--- config.mk ---
export PLATFORM = sky130hd
export DESIGN_NAME = scru_div
export DESIGN_NICKNAME = d
export VERILOG_FILES = /design/src/sv/scru_pkg.sv /design/src/sv/scru_div.sv
export SDC_FILE = /design/constraint.sdc
export NUM_CORES = 1
export LEC_CHECK = 0
export BUFFER_PORTS_ARGS = -buffer_cell sky130_fd_sc_hd__buf_2
export CAP_MARGIN = 15
export CELL_PAD_IN_SITES_DETAIL_PLACEMENT = 0
export CELL_PAD_IN_SITES_GLOBAL_PLACEMENT = 1
export CORE_MARGIN = 4
export CORE_UTILIZATION = 45
export CTS_CLUSTER_DIAMETER = 50
export CTS_CLUSTER_SIZE = 8
export DETAILED_ROUTE_END_ITERATION = 8
export GPL_TIMING_DRIVEN = 0
export PLACE_DENSITY = 0.78
export SLEW_MARGIN = 40
export SYNTH_ARGS = -nofsm -noshare
export SYNTH_HDL_FRONTEND = slang
export SYNTH_SLANG_ARGS = --single-unit
--- constraint.sdc ---
create_clock -name clk -period 7.23 [get_ports clk]
set_clock_uncertainty 0.2 [all_clocks]
set_input_delay 0 -clock clk [delete_from_list [all_inputs] [get_ports clk]]
set_output_delay 0 -clock clk [all_outputs]
set_load 0.1 [all_outputs]
--- src/sv/scru_pkg.sv ---
package scru_pkg;

  localparam int MW = 33;
  localparam int PW = 66;
  localparam int RW = 23;
  localparam int HW = 16;
  localparam int NW = 64;
  localparam int QW = 32;

  localparam logic [1:0] MODE_OBJECT = 2'd0;
  localparam logic [1:0] MODE_CLIFF  = 2'd1;
  localparam logic [1:0] MODE_RESET  = 2'd2;

  localparam logic [2:0] OC_UNCHANGED = 3'd0;
  localparam logic [2:0] OC_GROWN     = 3'd1;
  localparam logic [2:0] OC_SHRUNK    = 3'd2;
  localparam logic [2:0] OC_SHIFTED   = 3'd3;
  localparam logic [2:0] OC_CLIPPED   = 3'd4;
  localparam logic [2:0] OC_NEG_OPND  = 3'd5;
  localparam logic [2:0] OC_NO_ROOT   = 3'd6;
  localparam logic [2:0] OC_RESET     = 3'd7;

  localparam logic [0:0] REG_DEFAULT_RADIUS = 1'b0;
  localparam logic [0:0] REG_MAX_SHIFT      = 1'b1;

  localparam logic [RW-1:0] R_MAX = 23'h7FFFFF;

  function automatic logic [31:0] poly_coef(input logic [2:0] k);
    logic [31:0] v;
    case (k)
      3'd0: v = 32'd1686629713;
      3'd1: v = 32'd693598668;
      3'd2: v = 32'd85569306;
      3'd3: v = 32'd5026995;
      3'd4: v = 32'd172272;
      3'd5: v = 32'd3864;
      default: v = 32'd0;
    endcase
    return v;
  endfunction

  // Divide by 2^30, rounding half away from zero.
  function automatic logic signed [36:0] rnd30(input logic signed [PW-1:0] v);
    logic [PW-1:0] m;
    logic [PW-1:0] r;
    m = v[PW-1] ? PW'(-v) : PW'(v);
    r = (m + (PW'(1) << 29)) >> 30;
    return v[PW-1] ? -$signed(r[36:0]) : $signed(r[36:0]);
  endfunction

endpackage

--- src/sv/scru_div.sv ---
module scru_div
  import scru_pkg::*;
(
  input  logic          clk,
  input  logic          rst,
  input  logic          start,
  input  logic [NW-1:0] numer,
  input  logic [QW:0]   denom,
  output logic          done,
  output logic [QW-1:0] quo
);

  logic [NW-1:0] nq;
  logic [QW:0]   den;
  logic [QW:0]   rem;
  logic [5:0]    cnt;
  logic          busy;
  logic [QW+1:0] remn;
  logic [QW+1:0] diff;

  assign remn = {rem, nq[NW-1]};
  assign diff = remn - {1'b0, den};
  assign quo  = nq[QW-1:0];

  always_ff @(posedge clk) begin
    if (rst) begin
      busy <= 1'b0;
      done <= 1'b0;
      cnt  <= '0;
    end else begin
      done <= 1'b0;
      if (start) begin
        busy <= 1'b1;
        cnt  <= '0;
        nq   <= numer;
        den  <= denom;
        rem  <= '0;
      end else if (busy) begin
        if (remn >= {1'b0, den}) begin
          rem <= diff[QW:0];
          nq  <= {nq[NW-2:0], 1'b1};
        end else begin
          rem <= remn[QW:0];
          nq  <= {nq[NW-2:0], 1'b0};
        end
        cnt <= cnt + 6'd1;
        if (cnt == 6'd63) begin
          busy <= 1'b0;
          done <= 1'b1;
        end
      end
    end
  end

endmodule

==> qor.yml <==
synth_nets: 792
ys_async_sr_fraction_pct: 0
numCtsBuffers: 17
track_usage_pct: 20.3
status: "finished, final reports clean"
critical_path_class: "reg -> reg"
final_nets: 1048
synth_edf_count: 130
irDropWorstVdd_mv: 0.199
path_cells: "inv_1 > ha_1 > inv_1 > fa_1 > a211oi_2 > o21ai_0 > a221oi_1 > nor2_1 > nor3b_2 > o21a_1 > buf_6 > inv_4 > buf_6 > nor2_1 > a211oi_2"
yosys.area.top_type: "edfxtp_1"
start_util_pct: 46.2
ioPinCount: 133
setup_viol: 0
clk-insertion-delay-late_ns: 0.42
path_max_fanout: 10
arrival_ns: 3.68
cts_tree: "yes"
leakage_nw: 4.21
drive_above_1_share_pct: 31.3
grt_pass1_vias: 6369
cts_root_buffer: "clkbuf_16"
p_per_area_nw_per_um2: 235
clockBufferDepth: 2
r2r_end: "rem[26]$_SDFFCE_PP0P_"
place.gp.congestion: 0.900
max_freq_ghz: 0.267
die-area_um2: 19300
ff2ff_setup_slack_ns: 3.49
place_hpwl_um: 13300
max_stage_delay_ns: 0.54
cp-startpoint: "nq[63]$_DFFE_PP_"
die_h_um: 139
syn_area_per_cell_um2: 11.8
worstHoldPathType: "in -> reg"
drcViolationCount: 0
cp_slowest_cell: "a221oi_1"
finalSetupTns_ns: 0
antenna_found_initial: 0
viasPerCell: 5.18
port_buffers: 132
num_rows: 47
first_pass_iters: 4
critPathLaunchType: "register"
r2r_cells: 15
synth.most_common_cell: "edfxtp_1"
rsz0062_at_grt: "no"
hold_viol: 0
grt_overflow_total: 0
synth_flop_cell: "edfxtp_1"
fin_crit_ns: 3.74
diodes: 0
final.period_utilization_pct: 51.8
max_slew_margin_pct: 50.4
synthTopCellsByCount: "130 x edfxtp_1, 73 x nor2_1, 63 x mux2_2"
ant_nets: 0
grt_first_pass_wirelength_um: 31900
drv_cap: 0
drt_iter0_drc: 278
cts_num_sinks: 138
hold_path_depth: 2
ys_warn_count: 0
path_clk_slew_ns: 0.06
syn_inst: 657
num_vias: 5934
min_to: "den[26]$_DFFE_PP_"
cts_max_level: 4
syn_area_um2: 7720
slew_viol_final: 0
core_um2: 16700
avgRoutedWirePerCell_um: 16.6
synth.distinct_cells: 65
required_ns: 7.16
ys_seq_area_share_pct: 52.6
routed_wl_um: 19000
cts_resized: 0
grt_max_degree: 23
cp-end-kind: "register"
synthTopCellsByArea: "edfxtp_1 51%, mux2_2 9.2%, ha_1 5.5%, nor2_1 3.5%, a21oi_1 3.3%"
die_w_um: 139
yosysTopAreaCellShare_pct: 50.6
ys_ff_latch: 138
worst_slew_pin_slew_ns: 0.744
min_from: "denom[26]"
holdWs_ns: 0.0870
syn_to_final_growth_pct: 33.9
r2r-start: "nq[63]$_DFFE_PP_"
layout make-up:
cell class	count	area (um2)
Multi-Input combinational cell	426	3150
Timing Repair Buffer	237	1790
Tap cell	220	275
Clock inverter	12	95.1
Clock buffer	20	437
Sequential cell	138	4060
Buffer	54	368
Fill cell	1352	6370
Inverter	39	149
where the power goes:
part	switching, mW	internal, mW
logic	0.378	0.277
registers	0.0269	0.953
clock network	0.353	0.441
total	0.758	1.67
what timing repair did:
action / in CTS / in global routing
setup buffers: 0 / 0
hold buffers: 99 / 0
hold endpoints to repair: 144 / 0
stage by stage:
step                total power, mW  util (%)  std cells  cell area, um2  worst slack [ns]
finish                         2.43      61.9       1146           10300              3.49
detailed placement             1.60      52.8       1015            8810              3.50
global placement               1.59      51.8       1009            8660            -0.588
CTS                            2.44      61.9       1146           10300              3.43
global route                   2.55      61.9       1146           10300              3.16
floorplan                      1.46         -        657            7720              1.69
how the worst max path moves through the flow:
stage / endpoint / slack, ns
floorplan: nq[0]$_DFFE_PP_ / 1.69
global placement: nq[34]$_DFFE_PP_ / -0.59
detailed placement: rem[26]$_SDFFCE_PP0P_ / 3.50
CTS: rem[26]$_SDFFCE_PP0P_ / 3.43
global route: rem[26]$_SDFFCE_PP0P_ / 3.16
finish: rem[26]$_SDFFCE_PP0P_ / 3.49
kinds of logic after synthesis:
kind of cell / after synthesis / share of synthesized area, %
adders and majority gates: 35 / 5.77
muxes: 69 / 9.97
and+or+nand+nor: 153 / 9.29
AOI/OAI and AO/OA: 138 / 12.1
DFF: 138 / 52.6
xor gates and xnor gates: 31 / 3.52
buffers and inverters: 93 / 6.69
metal layers:
metal | GRT usage, % | up-vias | share of wire [%]
li1 | - | 2911 | -
met4 | 5.41 | 0 | 1.4
met3 | 6.07 | 22 | 6.2
met2 | 35.0 | 166 | 49
met5 | 0 | - | 0
met1 | 24.9 | 2835 | 43
placed cells by master, fill, tap and decap left out, drive strengths merged, types with 7 or more instances in the layout:
cell and instances:
inv 40, a21oi 52, nand2 26, nor2 73, edfxtp 130, xnor2 14, o21ai 22, a21o 11
ha 34, clkbuf 33, dlygate4sd3 99, buf 179, nor3 7, a211oi 12, xor2 17, dfxtp 8
mux2 63, nand3 11
state kept, by name, summed over array words and instances (netlist names):
signal  flops
cnt         6
done        1
den        33
nq         64
rem        33
busy        1
critical path: cells and delay by family (launching register included):
family                   cells  cell delay [ns]
AO/OA/AOI/OAI                5             1.27
adder cells (fa/ha/maj)      2             0.60
buffers and inverters        5             0.53
AND/OR/NAND/NOR              3             0.45
flip-flops                   1             0.40
(Power assumes the default switching activity.)
