$ cat config.mk
export PLATFORM = sky130hd
export DESIGN_NAME = scru_sqrt
export DESIGN_NICKNAME = d
export VERILOG_FILES = /design/src/sv/scru_pkg.sv /design/src/sv/scru_sqrt.sv
export SDC_FILE = /design/constraint.sdc
export NUM_CORES = 1
export LEC_CHECK = 0
export BUFFER_PORTS_ARGS = -buffer_cell sky130_fd_sc_hd__buf_2
export CAP_MARGIN = 10
export CORE_AREA = 2 2 151 153
export DETAILED_ROUTE_END_ITERATION = 10
export DIE_AREA = 0 0 153 155
export PLACE_DENSITY_LB_ADDON = 0.3
export SETUP_SLACK_MARGIN = 0.5
export SYNTH_ARGS = -nofsm -noshare
export SYNTH_HDL_FRONTEND = slang
export SYNTH_SLANG_ARGS = --single-unit
$ cat constraint.sdc
create_clock -name clk -period 9.25 [get_ports clk]
set_clock_uncertainty 0.05 [all_clocks]
set_input_delay 1.85 -clock clk [delete_from_list [all_inputs] [get_ports clk]]
set_output_delay 1.85 -clock clk [all_outputs]
set_load 0.05 [all_outputs]
$ cat src/sv/scru_pkg.sv
package scru_pkg;

  localparam int MW = 33;
  localparam int PW = 66;
  localparam int RW = 23;
  localparam int HW = 16;
  localparam int NW = 64;
  localparam int QW = 32;

  localparam logic [1:0] MODE_OBJECT = 2'd0;
  localparam logic [1:0] MODE_CLIFF  = 2'd1;
  localparam logic [1:0] MODE_RESET  = 2'd2;

  localparam logic [2:0] OC_UNCHANGED = 3'd0;
  localparam logic [2:0] OC_GROWN     = 3'd1;
  localparam logic [2:0] OC_SHRUNK    = 3'd2;
  localparam logic [2:0] OC_SHIFTED   = 3'd3;
  localparam logic [2:0] OC_CLIPPED   = 3'd4;
  localparam logic [2:0] OC_NEG_OPND  = 3'd5;
  localparam logic [2:0] OC_NO_ROOT   = 3'd6;
  localparam logic [2:0] OC_RESET     = 3'd7;

  localparam logic [0:0] REG_DEFAULT_RADIUS = 1'b0;
  localparam logic [0:0] REG_MAX_SHIFT      = 1'b1;

  localparam logic [RW-1:0] R_MAX = 23'h7FFFFF;

  function automatic logic [31:0] poly_coef(input logic [2:0] k);
    logic [31:0] v;
    case (k)
      3'd0: v = 32'd1686629713;
      3'd1: v = 32'd693598668;
      3'd2: v = 32'd85569306;
      3'd3: v = 32'd5026995;
      3'd4: v = 32'd172272;
      3'd5: v = 32'd3864;
      default: v = 32'd0;
    endcase
    return v;
  endfunction

  // Divide by 2^30, rounding half away from zero.
  function automatic logic signed [36:0] rnd30(input logic signed [PW-1:0] v);
    logic [PW-1:0] m;
    logic [PW-1:0] r;
    m = v[PW-1] ? PW'(-v) : PW'(v);
    r = (m + (PW'(1) << 29)) >> 30;
    return v[PW-1] ? -$signed(r[36:0]) : $signed(r[36:0]);
  endfunction

endpackage

$ cat src/sv/scru_sqrt.sv
module scru_sqrt
  import scru_pkg::*;
(
  input  logic          clk,
  input  logic          rst,
  input  logic          start,
  input  logic [NW-1:0] radicand,
  output logic          done,
  output logic [QW-1:0] root
);

  logic [NW-1:0] v;
  logic [35:0]   rem;
  logic [4:0]    cnt;
  logic          busy;
  logic [35:0]   remn;
  logic [35:0]   trial;

  assign remn  = {rem[33:0], v[NW-1:NW-2]};
  assign trial = {2'b00, root, 2'b01};

  always_ff @(posedge clk) begin
    if (rst) begin
      busy <= 1'b0;
      done <= 1'b0;
      cnt  <= '0;
    end else begin
      done <= 1'b0;
      if (start) begin
        busy <= 1'b1;
        cnt  <= '0;
        v    <= radicand;
        rem  <= '0;
        root <= '0;
      end else if (busy) begin
        if (remn >= trial) begin
          rem  <= remn - trial;
          root <= {root[QW-2:0], 1'b1};
        end else begin
          rem  <= remn;
          root <= {root[QW-2:0], 1'b0};
        end
        v   <= v << 2;
        cnt <= cnt + 5'd1;
        if (cnt == 5'd31) begin
          busy <= 1'b0;
          done <= 1'b1;
        end
      end
    end
  end

endmodule

==> impl_metrics.ini, run 1 <==
[yosys]
synth-xor-area-share_pct = 3.59
synth_top_area_share_pct = 51.6
netlist_top_cells_count = 130 x edfxtp_1, 77 x nor2_1, 63 x mux2_2
yosys.cell_types.count = 63
yosys.area.top_type = edfxtp_1
synth_edf_count = 130
synth_top_family_by_area = multiplexers
ys_ff_latch = 137
synth_warnings = 0
syn_area_mm2 = 0.00757
syn_area_per_cell_um2 = 11.7
synth-compound-area-share_pct = 11.0
syn_nets = 751
synthSimpleGateAreaFrac_pct = 10.9
synthCells = 648
synth_async_sr_flop_share_pct = 0
ys_seq_area_share_pct = 53.4
synthMuxAreaShare_pct = 11.2
ys_top_cells_by_area = edfxtp_1 52%, mux2_2 9.4%, ha_1 6.0%
synth_ff_type = edfxtp_1
synthAdderAreaFrac_pct = 5.95
yosys.cell_count.top_type = edfxtp_1

[floorplan]
core_area_mm2 = 0.0222
ios = 100
initial_core_util_pct = 34.1
dieArea_mm2 = 0.0237
placementRows = 55
die_h_um = 155
chipWidth_um = 153

[placement]
post_dp_cell_area_mm2 = 0.00832
port_buffers = 99
place_ws_ps = 4660
dpl.hpwl_mm = 10.8
gp_congestion = 0.812

[critical_path]
r2r-start = root[0]
rrSetupSlack_ps = 5390
r2r.worst_path.cells = 12
cp_common_cell = buf_4
cp-start-kind = input pin
critPathMaxStageDelay_ps = 770
path_cells = buf_4 -> nor2_1 -> nor2_4 -> buf_4
crit_family = buffers and inverters
crit_type = input pin to register
critPathMaxFanout = 55
crit_buf_inv = 2
cp-end-kind = register
critPathSlowestCell = nor2_4
critPathRequiredTime_ps = 9260
r2r_end = rem[5]
arrival_ps = 4080

[timing]
fin_ws_ps = 5180
hold_violations = 0
tightest_slew_ps = 996
finalSetupTns_ps = 0
fmax_mhz = 246
post-route-period-util_pct = 44.0
setup_viol = 0
rsz0062_at_grt = false
slew_headroom_pct = 33.6
min_period_ps = 4070
drv_slew = 0

[min_path]
whs_path_depth = 2
worstHoldEndpoint = cnt[3]
hp-class = register to register
hp-start = cnt[3]

[routing]
drtIter0Drc = 262
vias = 5086
wirelength_mm = 15.7
dr.max_layer_used = met5
wl_per_cell_um = 15.1
drc = 0
wl_met1_mm = 7.46
via_per_inst = 4.88
met2WireLength_mm = 6.85
first_pass_iters = 4
postRouteAntennaNets = 0
dr_wl_met3_mm = 1.21

[clock_network]
ctsHoldBuffers = 0
numClockSinks = 137
clk_pin_slew_worst_paths_ps = 60
post_cts_buffers = 0
tritoncts = yes
htree_levels = 4
clock_latency_ps = 430
root_buffer = clkbuf_16
cts_made_buffers = 17
cts-resized-gates = 0
clockBufferDepth = 2

[global_route]
grt_pass1_wl_mm = 26.1
grtUsageTotal_pct = 13.8
grt-ovfl-total = 0
grt_pass1_vias = 5202
antenna_found_initial = 6
grt_max_degree = 82

[finish]
post-route-util_pct = 40.0
final_cell_area_mm2 = 0.00889
num-nets-final = 845
synthToLayoutAreaGrowth_pct = 17.4
drive_gt1_share_pct = 28.7

[job]
cap_violations = 0

[pwr]
p_leak_nw = 3.57
irDropWorstVdd_mv = 0.127
powerDensity_mw_per_mm2 = 207

[run_status]
status = complete, no violations
## metrics by stage
stage / total power, mW / hold slack [ps] / instances
after detailed placement: 1.20 / 461 / 1008
final: 1.84 / 465 / 1042
after global routing: 1.94 / 507 / 1040
after global placement: 1.19 / 428 / 1008
after floorplan: 1.11 / 417 / 648
after CTS: 1.86 / 477 / 1040
## final cells by class
type                            count  area (µm²)
Sequential cell                   137        4040
Tap cell                          285         357
Inverter                           40         150
Multi-Input combinational cell    443        3240
Timing Repair Buffer              103         528
Clock buffer                       21         482
Fill cell                        2217       13300
Clock inverter                     11        86.3
Antenna cell                        2        5.00
## metal layers
| layer | global-route usage (%) | up-vias |
|---|---|---|
| met3 | 6.43 | 20 |
| met2 | 21.1 | 101 |
| met4 | 3.97 | 6 |
| met1 | 17.5 | 2391 |
| li1 | - | 2568 |
| met5 | 0 | - |
## worst register-to-register path, stage by stage (launching register included)
cell and delay [ps]:
edfxtp_1 410, inv_1 80, ha_1 370, nand2b_1 110, a211oi_2 250, o21ai_1 120
o311ai_2 310, o2111ai_2 190, a31oi_4 220, o21a_1 720, buf_4 420, mux2_2 380
nor2_1 80
## logic make-up after synthesis
logic type,Yosys count
compound gates,117
flops,137
fa+ha+maj,36
mux,77
xor+xnor,31
simple gates,182
buf+inv,68
## report_power, final
group	internal (mW)	leakage [nW]	switching, mW	total (mW)
logic	0.171	1.98	0.247	0.418
clock network	0.376	0.276	0.281	0.657
registers	0.744	1.31	0.0192	0.763
## registers in the layout, summed over array words and instances (netlist names)
signal	count
v	64
rem	34
cnt	5
busy	1
root	32
done	1
## how the worst max path moves through the flow
stage               start       to  slack, ps  depth (start not counted)
global placement    start  rem[24]       4660                          4
floorplan           start   rem[0]       2550                          5
global route        start    v[55]       4970                          4
detailed placement  start    v[38]       4660                          4
CTS                 start  rem[26]       5130                          4
finish              start    v[55]       5180                          4
## placed cells by master, fill, tap and decap left out, types with 3 or more instances in the layout
master,instances
a21oi_1,41
nor2b_1,3
ha_1,36
nand3_1,9
clkbuf_16,18
a211oi_2,5
dfxtp_1,7
buf_4,5
o21a_1,8
nand2_1,44
and2_1,4
inv_1,40
xor2_1,10
a21o_1,13
mux2_2,63
inv_6,3
or2_2,5
and4_1,3
buf_2,98
o21ai_0,13
nand4_1,7
a31oi_1,6
o211ai_1,4
xnor2_1,21
clkinv_4,4
mux2i_1,14
nor3_1,15
o21ai_1,3
edfxtp_1,130
nor2_1,76
No activity file was read; power rests on OpenSTA's default activity.
==> run 2: changes to the inputs <==
clock period = 3.89 ns   (was 9.25 ns; I/O delays follow)
==> run 2 against run 1 <==
  * Power up 140%
  * Critical path depth grew 6
  * Largest power group unchanged
  * Flip-flop and latch count unchanged
  * Sequential share of layout area fell by 0.20 points
  * Sequential power grew 140%
  * Wire length increased by 1.3%
  * Clock power up 140%
  * Clock-buffer cell count shrank 4
  * Utilization increased by 0.18 points
==> impl_metrics.ini, run 2 (same netlist as run 1, synthesis figures left out) <==
[finish]
drive_gt1_share_pct = 29.1
mostFrequentLayoutCells = 130 x edfxtp_1, 98 x buf_2, 75 x nor2_1, 63 x mux2_2, 44 x nand2_1
top_register = v
num-nets-final = 847
final_common_cell = edfxtp_1
largest_register_ffs = 64
synthToLayoutAreaGrowth_pct = 18.0
biggestRegsByFlops = v (64), rem (34), root (32)

[placement]
dpl.hpwl_mm = 10.7
place_ws_ps = 772
port_buffers = 99
gp_congestion = 0.797

[timing]
whs_ps = 461
post-route-period-util_pct = 78.3
setup_viol = 0
fmax_mhz = 328
slew_headroom_pct = 52.0
rsz0062_at_grt = false
hold_violations = 0
finalSetupTns_ps = 0
drv_slew = 0
tightest_slew_ps = 720
min_period_ps = 3050
fin_ws_ps = 844

[floorplan]
die_h_um = 155
core_area_mm2 = 0.0222
placementRows = 55
ios = 100
initial_core_util_pct = 34.1
chipWidth_um = 153
dieArea_mm2 = 0.0237

[global_route]
grtUsageTotal_pct = 13.9
antenna_found_initial = 2
grt_pass1_vias = 5269
grt_max_degree = 131
grt_pass1_wl_mm = 26.5
grt-ovfl-total = 0

[clock_network]
cts_made_buffers = 17
clock_latency_ps = 420
root_buffer = clkbuf_16
ctsHoldBuffers = 0
tritoncts = yes
clk_pin_slew_worst_paths_ps = 70
clockBufferDepth = 2
htree_levels = 4
numClockSinks = 137

[run_status]
status = complete, no violations

[routing]
first_pass_iters = 4
vias = 5181
via_per_inst = 4.96
postRouteAntennaNets = 0
drtIter0Drc = 359
wl_per_cell_um = 15.3
drc = 0
wirelength_mm = 15.9

[pwr]
power_mw = 4.38
powerDensity_mw_per_mm2 = 491
irDropWorstVdd_mv = 0.277
p_leak_nw = 3.59

[critical_path]
critPathRequiredTime_ps = 4100
cp-end-kind = register
cp-start-kind = register
critPathMaxStageDelay_ps = 390
arrival_ps = 3260
crit_type = register to register
critPathMaxFanout = 6
path_cells = ha_1 -> a211o_1 -> a2111oi_2 -> nor3_1 -> a22o_1 -> a21oi_1 -> a311oi_2 -> a221oi_1 -> nand4_1 -> a21oi_1
cp_common_cell = a21oi_1
critPathSlowestCell = edfxtp_1

[job]
cap_violations = 0

[min_path]
hp-class = register to register
-- run 2: metal layers --
metal / routed length (µm) / GRT usage (%)
met3: 1250 / 5.91
met1: 7240 / 17.4
met2: 7230 / 21.9
met4: 199 / 4.23
met5: 11 / 0
-- run 2: worst max-delay path: cells and delay by family, from the launching register on --
kind                     cells  cell delay, ps
adder cells (fa/ha/maj)      1             370
AND/OR/NAND/NOR              2             300
flip-flops                   1             390
AO/OA/AOI/OAI                7            1790
-- run 2: per-stage QoR --
stage / util (%) / cells / instance area, µm²
2_1_floorplan: - / 648 / 7630
3_3_place_gp: 37.6 / 1010 / 8360
3_5_place_dp: 37.6 / 1010 / 8360
4_1_cts: 40.1 / 1042 / 8920
5_1_grt: 40.1 / 1042 / 8920
6_report: 40.2 / 1044 / 8930
-- run 2: worst paths after layout --
path                              start  slack (ps)       to  depth (start not counted)
worst max register to register  rem[14]         840  rem[33]                         10
worst min register to register   cnt[3]         460   cnt[3]                          2
worst min-delay path             cnt[3]         460   cnt[3]                          2
worst max-delay path            rem[14]         840  rem[33]                         10
-- run 2: layout make-up --
class | instances | area [µm²]
inverters | 40 | 150
clock buffers | 17 | 425
flip-flops and latches | 137 | 4040
fillers | 2201 | 13300
clock inverters | 15 | 131
diodes | 2 | 5.00
multi-input cells | 443 | 3240
well taps | 285 | 357
repair buffers | 105 | 572
-- run 2: power by group --
part / switching, mW / total [mW] / internal, mW / leakage [nW]
sequential: 0.0477 / 1.82 / 1.77 / 1.31
combinational: 0.599 / 1.02 / 0.419 / 2.00
clock: 0.705 / 1.55 / 0.841 / 0.274
-- run 2: what timing repair did --
item | CTS | global route
resized for setup | 0 | 1
setup endpoints to repair | 0 | 1
buffers inserted | 0 | 0
==> run 3: changes to the inputs <==
clock period = 2.9 ns   (was 3.89 ns; I/O delays follow)
==> run 3 against run 2 <==
  * Wire length up 9.7%
  * Sequential power up 35%
  * Power up 50%
  * Critical path type unchanged
  * Highest routed layer unchanged
==> impl_metrics.ini, run 3 (same netlist as run 1, synthesis figures left out) <==
[timing]
tightest_slew_ps = 524
setup_viol = 0
whs_ps = 335
fin_ws_ps = 2.68
fmax_mhz = 345
slew_headroom_pct = 65.1
rsz0062_at_grt = true
drv_slew = 0
min_period_ps = 2900
hold_violations = 0
finalSetupTns_ps = 0
post-route-period-util_pct = 99.9

[critical_path]
critPathMaxStageDelay_ps = 480
critPathMaxFanout = 6
path_cells = ha_4 -> and2_4 -> nand4_1 -> o311ai_2 -> o2111ai_2 -> a31oi_4 -> buf_6 -> buf_6 -> o21ai_4 -> buf_12 -> buf_8 -> nand2_1 -> a21oi_2
cp-end-kind = register
critPathSlowestCell = edfxtp_1
r2r.worst_path.cells = 13
cp-start-kind = register
critPathRequiredTime_ps = 3020
r2r_end = rem[16]
cp-endpoint = rem[16]
arrival_ps = 3010
cp_common_cell = buf_6
crit_type = register to register
worstSetupStartpoint = rem[11]
rrSetupSlack_ps = 3
r2r-start = rem[11]

[finish]
antenna_cells = 0
top_register = v
final_cell_area_mm2 = 0.0102
n_fill_cell = 2052
post-route-util_pct = 45.8
synthToLayoutAreaGrowth_pct = 34.4
drive_gt1_share_pct = 45.5
biggestRegsByFlops = v (64), rem (34), root (32)
largest_register_ffs = 64
final_cells = 1112
num-nets-final = 917
final_common_cell = edfxtp_1
mostFrequentLayoutCells = 130 x edfxtp_1, 98 x buf_2, 71 x nor2_1, 62 x mux2_2, 56 x buf_4

[clock_network]
clockBufferDepth = 2
clk_pin_slew_worst_paths_ps = 70
clock_latency_ps = 430
cts_made_buffers = 17
root_buffer = clkbuf_16
tritoncts = yes
htree_levels = 4
numClockSinks = 137

[routing]
drtIter0Drc = 279
drc = 0
first_pass_iters = 4
wl_per_cell_um = 15.7
wirelength_mm = 17.5
vias = 5529
postRouteAntennaNets = 0
via_per_inst = 4.97

[global_route]
grt_pass1_vias = 5802
grt_pass1_wl_mm = 29.2
grt-ovfl-total = 0
antenna_found_initial = 1
grt_max_degree = 62
grtUsageTotal_pct = 15.3

[pwr]
p_leak_nw = 4.06
irDropWorstVdd_mv = 0.337
power_mw = 6.58
powerDensity_mw_per_mm2 = 647

[placement]
dp.cells = 1041
dpl.hpwl_mm = 11.4
gp_congestion = 0.800
place_ws_ps = -28.1
port_buffers = 99
post_dp_cell_area_mm2 = 0.00888

[floorplan]
die_h_um = 155
chipWidth_um = 153
core_area_mm2 = 0.0222
ios = 100
placementRows = 55
dieArea_mm2 = 0.0237
initial_core_util_pct = 34.1

[run_status]
status = complete, no violations

[min_path]
hp-class = input pin to register
hp-start = rst

[job]
cap_violations = 0
==> run 3: cell count changes in the layout (fill, tap and decap cells not counted), moves of 5 or more <==
cell	change
a21oi_1	-16
a21oi_2	+15
buf_12	+6
buf_4	+52
buf_6	+5
ha_1	-19
ha_4	+17
inv_1	-13
inv_2	+13
nand2_1	-15
nand2_2	+11
==> run 3: power breakdown <==
| part | switching [mW] | internal (mW) |
|---|---|---|
| clock network | 0.953 | 1.21 |
| registers | 0.0818 | 2.37 |
| logic | 0.999 | 0.963 |
==> run 3: layer usage <==
layer	wire length, µm	track usage [%]	vias to the layer above
met2	8270	25.4	119
met3	1010	5.52	21
met5	7	0	-
met4	267	4.54	2
li1	-	-	2713
met1	7910	18.8	2674
==> run 3: how the worst min path moves through the flow <==
stage             end  slack [ps]  depth (start not counted)
2_1_floorplan  cnt[4]         420                          2
3_3_place_gp   cnt[4]         430                          2
3_5_place_dp   cnt[4]         450                          2
4_1_cts          busy         310                          2
5_1_grt          busy         340                          2
6_report         busy         340                          2
==> run 3: area by class of cell <==
type	count	area (µm²)	share of cell area [%]
flip-flops and latches	137	4040	39.8
multi-input cells	444	3780	37.1
clock buffers	18	429	4.22
inverters	40	150	1.48
repair buffers	174	1270	12.4
clock inverters	14	148	1.45
well taps	285	357	3.51
==> run 3: timing repair <==
item | CTS | global route
buffers inserted | 33 | 2
endpoints found under the setup margin | 35 | 35
hold buffers | 0 | 0
pin swaps | 31 | 9
gates resized for setup | 68 | 15
gates cloned | 4 | 0
hold endpoints to repair | 0 | 0
==> run 3: worst max-delay path, delay by kind of cell (launching register included) <==
family,cells,cell delay [ps]
AO/OA/AOI/OAI,5,820
flip-flops,1,480
adder cells (fa/ha/maj),1,350
AND/OR/NAND/NOR,3,410
buffers and inverters,4,500
